===== src/design/assert_macros.svh =====
// Shared assertion macros. Both sample on the rising edge of clk and are
// switched off while rst_n is low.
`ifndef ASSERT_MACROS_SVH
`define ASSERT_MACROS_SVH

// Same-cycle implication.
`define CHK_IMPLY(lbl, ante, cons, msg) \
    lbl: assert property (@(posedge clk) disable iff (!rst_n) (ante) |-> (cons)) \
        else $error(msg);

// Next-cycle implication.
`define CHK_NEXT(lbl, ante, cons, msg) \
    lbl: assert property (@(posedge clk) disable iff (!rst_n) (ante) |=> (cons)) \
        else $error(msg);

`endif


===== src/design/mtl_pkg.sv =====
package mtl_pkg;

    localparam int MAX_NODES_DEF = 256;
    localparam int USER_BITS_DEF = 16;

    localparam logic [1:0] CMD_LOCK    = 2'd0;
    localparam logic [1:0] CMD_UNLOCK  = 2'd1;
    localparam logic [1:0] CMD_UPGRADE = 2'd2;

    localparam logic CFG_BRANCH = 1'b0;
    localparam logic CFG_COUNT  = 1'b1;

    localparam logic [4:0] BRANCH_RST = 5'd2;
    localparam logic [8:0] COUNT_RST  = 9'd256;

    // Commands from the controller to the datapath.
    typedef struct packed {
        logic start;
        logic scan_init;
        logic scan_step;
        logic do_lock;
        logic do_unlock;
        logic do_upgrade;
    } ctl_cmd_t;

    // Status from the datapath to the controller.
    typedef struct packed {
        logic [1:0] cmd;
        logic       in_range;
        logic       t_locked;
        logic       anc_hit;
        logic       desc_any;
        logic       mism;
        logic       owner_eq;
        logic       scan_last;
    } ctl_sts_t;

endpackage


===== src/design/mtl_ctrl.sv =====
`include "assert_macros.svh"

module mtl_ctrl (
    input  logic               clk,
    input  logic               rst_n,
    input  logic               in_valid,
    output logic               in_stall,
    output logic               out_valid,
    input  logic               out_stall,
    output logic               success,
    output mtl_pkg::ctl_cmd_t  ctl,
    input  mtl_pkg::ctl_sts_t  sts
);
    import mtl_pkg::*;

    localparam logic [2:0] S_IDLE = 3'd0;
    localparam logic [2:0] S_DEC  = 3'd1;
    localparam logic [2:0] S_SCAN = 3'd2;
    localparam logic [2:0] S_TAIL = 3'd3;
    localparam logic [2:0] S_URD  = 3'd4;
    localparam logic [2:0] S_UCHK = 3'd5;
    localparam logic [2:0] S_DONE = 3'd6;

    logic [2:0] state_reg;
    logic [2:0] state_next;
    logic       res_reg;
    logic       res_next;
    logic       out_valid_reg;
    logic       success_reg;
    logic       lock_ok;
    logic       upg_ok;
    logic       accept;
    logic       load_out;

    assign in_stall  = (state_reg != S_IDLE);
    assign accept    = in_valid && !in_stall;
    assign out_valid = out_valid_reg;
    assign success   = success_reg;
    assign load_out  = (state_reg == S_DONE) && (!out_valid_reg || !out_stall);

    assign lock_ok = !sts.t_locked && !sts.anc_hit && !sts.desc_any;
    assign upg_ok  = !sts.t_locked && !sts.anc_hit && sts.desc_any && !sts.mism;

    always_comb
    begin
        state_next = state_reg;
        res_next   = res_reg;
        ctl        = '0;
        case (state_reg)
            S_IDLE:
            begin
                if (accept)
                begin
                    ctl.start  = 1'b1;
                    state_next = S_DEC;
                end
            end
            S_DEC:
            begin
                if (!sts.in_range)
                begin
                    res_next   = 1'b0;
                    state_next = S_DONE;
                end
                else if (sts.cmd == CMD_UNLOCK)
                begin
                    state_next = S_URD;
                end
                else if (sts.cmd == CMD_LOCK || sts.cmd == CMD_UPGRADE)
                begin
                    ctl.scan_init = 1'b1;
                    state_next    = S_SCAN;
                end
                else
                begin
                    res_next   = 1'b0;
                    state_next = S_DONE;
                end
            end
            S_SCAN:
            begin
                ctl.scan_step = 1'b1;
                if (sts.scan_last)
                begin
                    state_next = S_TAIL;
                end
            end
            S_TAIL:
            begin
                if (sts.cmd == CMD_LOCK)
                begin
                    res_next    = lock_ok;
                    ctl.do_lock = lock_ok;
                end
                else
                begin
                    res_next       = upg_ok;
                    ctl.do_upgrade = upg_ok;
                end
                state_next = S_DONE;
            end
            S_URD:
            begin
                state_next = S_UCHK;
            end
            S_UCHK:
            begin
                res_next      = sts.t_locked && sts.owner_eq;
                ctl.do_unlock = sts.t_locked && sts.owner_eq;
                state_next    = S_DONE;
            end
            S_DONE:
            begin
                if (load_out)
                begin
                    state_next = S_IDLE;
                end
            end
            default:
            begin
                state_next = S_IDLE;
            end
        endcase
    end

    always_ff @(posedge clk or negedge rst_n)
    begin
        if (!rst_n)
        begin
            state_reg     <= S_IDLE;
            res_reg       <= 1'b0;
            out_valid_reg <= 1'b0;
        end
        else
        begin
            state_reg <= state_next;
            res_reg   <= res_next;
            if (load_out)
            begin
                out_valid_reg <= 1'b1;
            end
            else if (!out_stall)
            begin
                out_valid_reg <= 1'b0;
            end
        end
    end

    always_ff @(posedge clk)
    begin
        if (load_out)
        begin
            success_reg <= res_reg;
        end
    end

    `CHK_NEXT(a_accept_leaves_idle, accept, state_reg == S_DEC, "accepted request not decoded")
    `CHK_IMPLY(a_result_from_done, $rose(out_valid_reg), $past(state_reg == S_DONE), "result without request")
    `CHK_IMPLY(a_apply_one_hot, 1'b1, $onehot0({ctl.do_lock, ctl.do_unlock, ctl.do_upgrade}), "multiple updates")

endmodule


===== config.mk =====
export PLATFORM = sky130hd
export DESIGN_NAME = mtl_ctrl
export DESIGN_NICKNAME = d
export VERILOG_FILES = /design/src/design/mtl_pkg.sv /design/src/design/mtl_ctrl.sv
export VERILOG_INCLUDE_DIRS = /design/src /design/src/design
export SDC_FILE = /design/constraint.sdc
export NUM_CORES = 1
export LEC_CHECK = 0
export BUFFER_PORTS_ARGS = -buffer_cell sky130_fd_sc_hd__buf_4
export CORE_AREA = 3 3 40 42
export CTS_BUF_LIST = sky130_fd_sc_hd__clkbuf_16
export CTS_CLUSTER_SIZE = 20
export DETAILED_ROUTE_END_ITERATION = 10
export DIE_AREA = 0 0 43 45
export SYNTH_ARGS = -nofsm -noshare
export SYNTH_HDL_FRONTEND = slang
export SYNTH_SLANG_ARGS = --single-unit

===== constraint.sdc =====
create_clock -name clk -period 1.17 [get_ports clk]
set_input_delay 0.0585 -clock clk [delete_from_list [all_inputs] [get_ports clk]]
set_output_delay 0.0585 -clock clk [all_outputs]
set_load 0.02 [all_outputs]

==> impl_metrics.env <==
export IMPL_synthMuxAreaShare_pct=3.67
export IMPL_place_congestion=0.683
export IMPL_skew_ns=0.00490
export IMPL_die_h_um=45
export IMPL_hold_worst_slack_ns=0.0622
export IMPL_min_period_over_period_pct=114
export IMPL_hold_class="input port to flip-flop"
export IMPL_final_common_cell="buf_4"
export IMPL_maxSlewHeadroom_pct=83.5
export IMPL_synth_xor_area_share_pct=0
export IMPL_arrival_ns=1.28
export IMPL_first_global_vias=438
export IMPL_fin_ws_ns=-0.169
export IMPL_clkPwrFrac_pct=26.0
export IMPL_p_leak_nw=0.388
export IMPL_fmax_ghz=0.747
export IMPL_yosysSeqAreaShare_pct=37.9
export IMPL_dp_cells=83
export IMPL_avgSynthCellArea_sq_um=9.51
export IMPL_clk_pin_slew_ns=0.03
export IMPL_cp_top_family="simple AND/OR/NAND/NOR gates"
export IMPL_ios=22
export IMPL_port_buffers=21
export IMPL_final_cell_mix="28 x buf_4, 6 x buf_6, 5 x nand2_1"
export IMPL_antenna_found_initial=0
export IMPL_routed_wirelength_mm=1.22
export IMPL_endpoint_kind="output pin"
export IMPL_pwr_share_comb_pct=52.9
export IMPL_worstMarginPinSlew_ns=0.247
export IMPL_final_area_sq_um=838
export IMPL_critPathLaunchType="flip-flop"
export IMPL_die_x_um=43
export IMPL_rsz0062_at_grt="true"
export IMPL_p_int_mw=1.39
export IMPL_clock_path_buffers=2
export IMPL_crit_slowest_cell="dfrtp_2"
export IMPL_synth_top_family_by_area="simple AND/OR/NAND/NOR gates"
export IMPL_drive_above_1_share_pct=68.8
export IMPL_postRouteAntennaNets=0
export IMPL_clk_insertion_delay_late_ns=0.23
export IMPL_grt_pass1_wl_mm=1.91
export IMPL_placedInstanceArea_sq_um=631
export IMPL_ys_types=28
export IMPL_clock_sinks=6
export IMPL_multi_input_area_sq_um=283
export IMPL_core_area_sq_mm=0.00128
export IMPL_status="finished, violations left"
export IMPL_critPathKind="flip-flop to output pin"
export IMPL_diodes=0
export IMPL_yosys_warnings=0
export IMPL_overflow=0
export IMPL_seq_area_sq_um=159
export IMPL_utilization_pct=65.2
export IMPL_netlist_area_sq_um=409
export IMPL_crit_buf_inv=1
export IMPL_pwr_share_seq_pct=21.1
export IMPL_hold_viol_final=0
export IMPL_drtIter0Drc=4
export IMPL_layout_min_cycle_time_ns=1.34
export IMPL_synthCells=43
export IMPL_nNetsFinal=94
export IMPL_synth_compound_area_share_pct=18.3
export IMPL_crit_chain="or3_4 -> nor2_4 -> buf_6"
export IMPL_cts_root_buf="clkbuf_16"
export IMPL_via_per_inst=5.05
export IMPL_vdd_drop_max_uv=1100
export IMPL_yosys_area_share_simple_pct=32.7
export IMPL_synthAdderAreaFrac_pct=0
export IMPL_synthToLayoutAreaGrowth_pct=105
export IMPL_layout_cells_non_filler=95
export IMPL_cts_tree="built"
export IMPL_cp_required_ns=1.11
export IMPL_start_util_pct=31.8
export IMPL_slew_viol_final=0
export IMPL_finalSetupViolations=10
export IMPL_drt_pre_antenna_iters=2
export IMPL_groute_usage_overall_pct=13.5
export IMPL_cpPeakStageDelay_ns=0.43
export IMPL_synth_net_count=56
export IMPL_p_sw_share_pct=34.9
export IMPL_power_switching_uw=748
export IMPL_tns_ns=-0.897
export IMPL_drc=0
export IMPL_dp_hpwl_um=818
export IMPL_post_place_ws_ns=0.0165
export IMPL_largest_reg_flops=3
export IMPL_wl_per_cell_um=12.8
export IMPL_grt_max_degree=7
export IMPL_vias=480
export IMPL_ys_seq_elements=6
export IMPL_rows=13
export IMPL_violations="negative setup slack"
export IMPL_critPathMaxFanout=5
export IMPL_fill_cells=94
export IMPL_cts_buffers=3
export IMPL_design_power_total_mw=2.14
export IMPL_maxCapViolations=0
export IMPL_htreeDepth=1
export IMPL_powerDensity_mw_per_mm2=2560
export IMPL_die_area_sq_mm=0.00194
## worst reg2reg max path: cells and delay by family, from the launching register on
| kind | cells | cell delay (ns) |
|---|---|---|
| flops | 1 | 0.42 |
| buf+inv | 1 | 0.17 |
| compound gates | 1 | 0.14 |
| simple gates | 1 | 0.21 |
## per-layer routing
| layer | global-route usage (%) | wire length (um) | vias up |
|---|---|---|---|
| met1 | 16.2 | 581 | 227 |
| met3 | 3.59 | 74 | 2 |
| met2 | 22.2 | 541 | 18 |
| li1 | - | - | 233 |
| met4 | 7.23 | 19 | 0 |
| met5 | 0 | 0 | - |
## power groups by stage
| stage | Sequential (mW) | Clock [mW] | Combinational (mW) |
|---|---|---|---|
| after floorplan | 0.420 | 0 | 0.512 |
| after global placement | 0.455 | 0 | 0.775 |
| after detailed placement | 0.460 | 0 | 0.775 |
| after CTS | 0.439 | 0.564 | 0.946 |
| after global routing | 0.466 | 0.577 | 1.20 |
| final | 0.452 | 0.557 | 1.13 |
## repair_timing
item | CTS | global route
gates resized for setup | 8 | 9
pin swaps | 5 | 5
setup endpoints to repair | 7 | 10
setup buffers | 5 | 4
endpoints found under the hold margin | 5 | 0
hold buffers | 1 | 0
## synthesized netlist by cell type (all sizes together)
cell	n	area (sq um)
nor2	6	27.5
dfrtp	5	125
nand2	5	18.8
inv	3	11.3
a21oi	2	10.0
buf	2	18.8
nor3	2	10.0
a221oi	1	8.76
a311oi	1	15.0
a41oi	1	8.76
and2b	1	7.51
and4	1	8.76
edfxtp	1	30.0
mux2	1	15.0
nand2b	1	6.26
nand3	1	5.00
nand3b	1	7.51
nand4	1	6.26
nand4bb	1	11.3
nor3b	1	7.51
nor4	1	6.26
o211a	1	10.0
o21a	1	7.51
o221ai	1	15.0
or3	1	11.3
## area by class of cell
| cell class | count | share of cell area (%) |
|---|---|---|
| Clock buffer | 3 | 8.96 |
| Clock inverter | 1 | 0.448 |
| Inverter | 3 | 1.34 |
| Multi-Input combinational cell | 32 | 33.7 |
| Sequential cell | 6 | 19.0 |
| Tap cell | 15 | 2.24 |
| Timing Repair Buffer | 35 | 34.3 |
## logic make-up (layout without fill, tap and decap cells)
logic type / after synthesis / in the layout
muxes: 1 / 1
buffers and inverters: 5 / 42
and+or+nand+nor: 23 / 23
DFF: 6 / 6
AOI/OAI and AO/OA: 8 / 8
## path summary, 6_finish.rpt
kind | cells after the start | from | endpoint | slack [ns]
hold reg to reg | 1 | state_reg[0] | state_reg[0] | 0.49
setup / recovery | 3 | state_reg[1] | ctl[5] | -0.17
min in group asynchronous | 2 | rst_n | res_reg | 0.17
setup reg to reg | 3 | state_reg[0] | success | -0.06
max in group asynchronous | 2 | rst_n | state_reg[2] | 0.87
hold / removal | 2 | sts[6] | state_reg[2] | 0.06
Note: power is estimated with default switching activity, not from simulation.
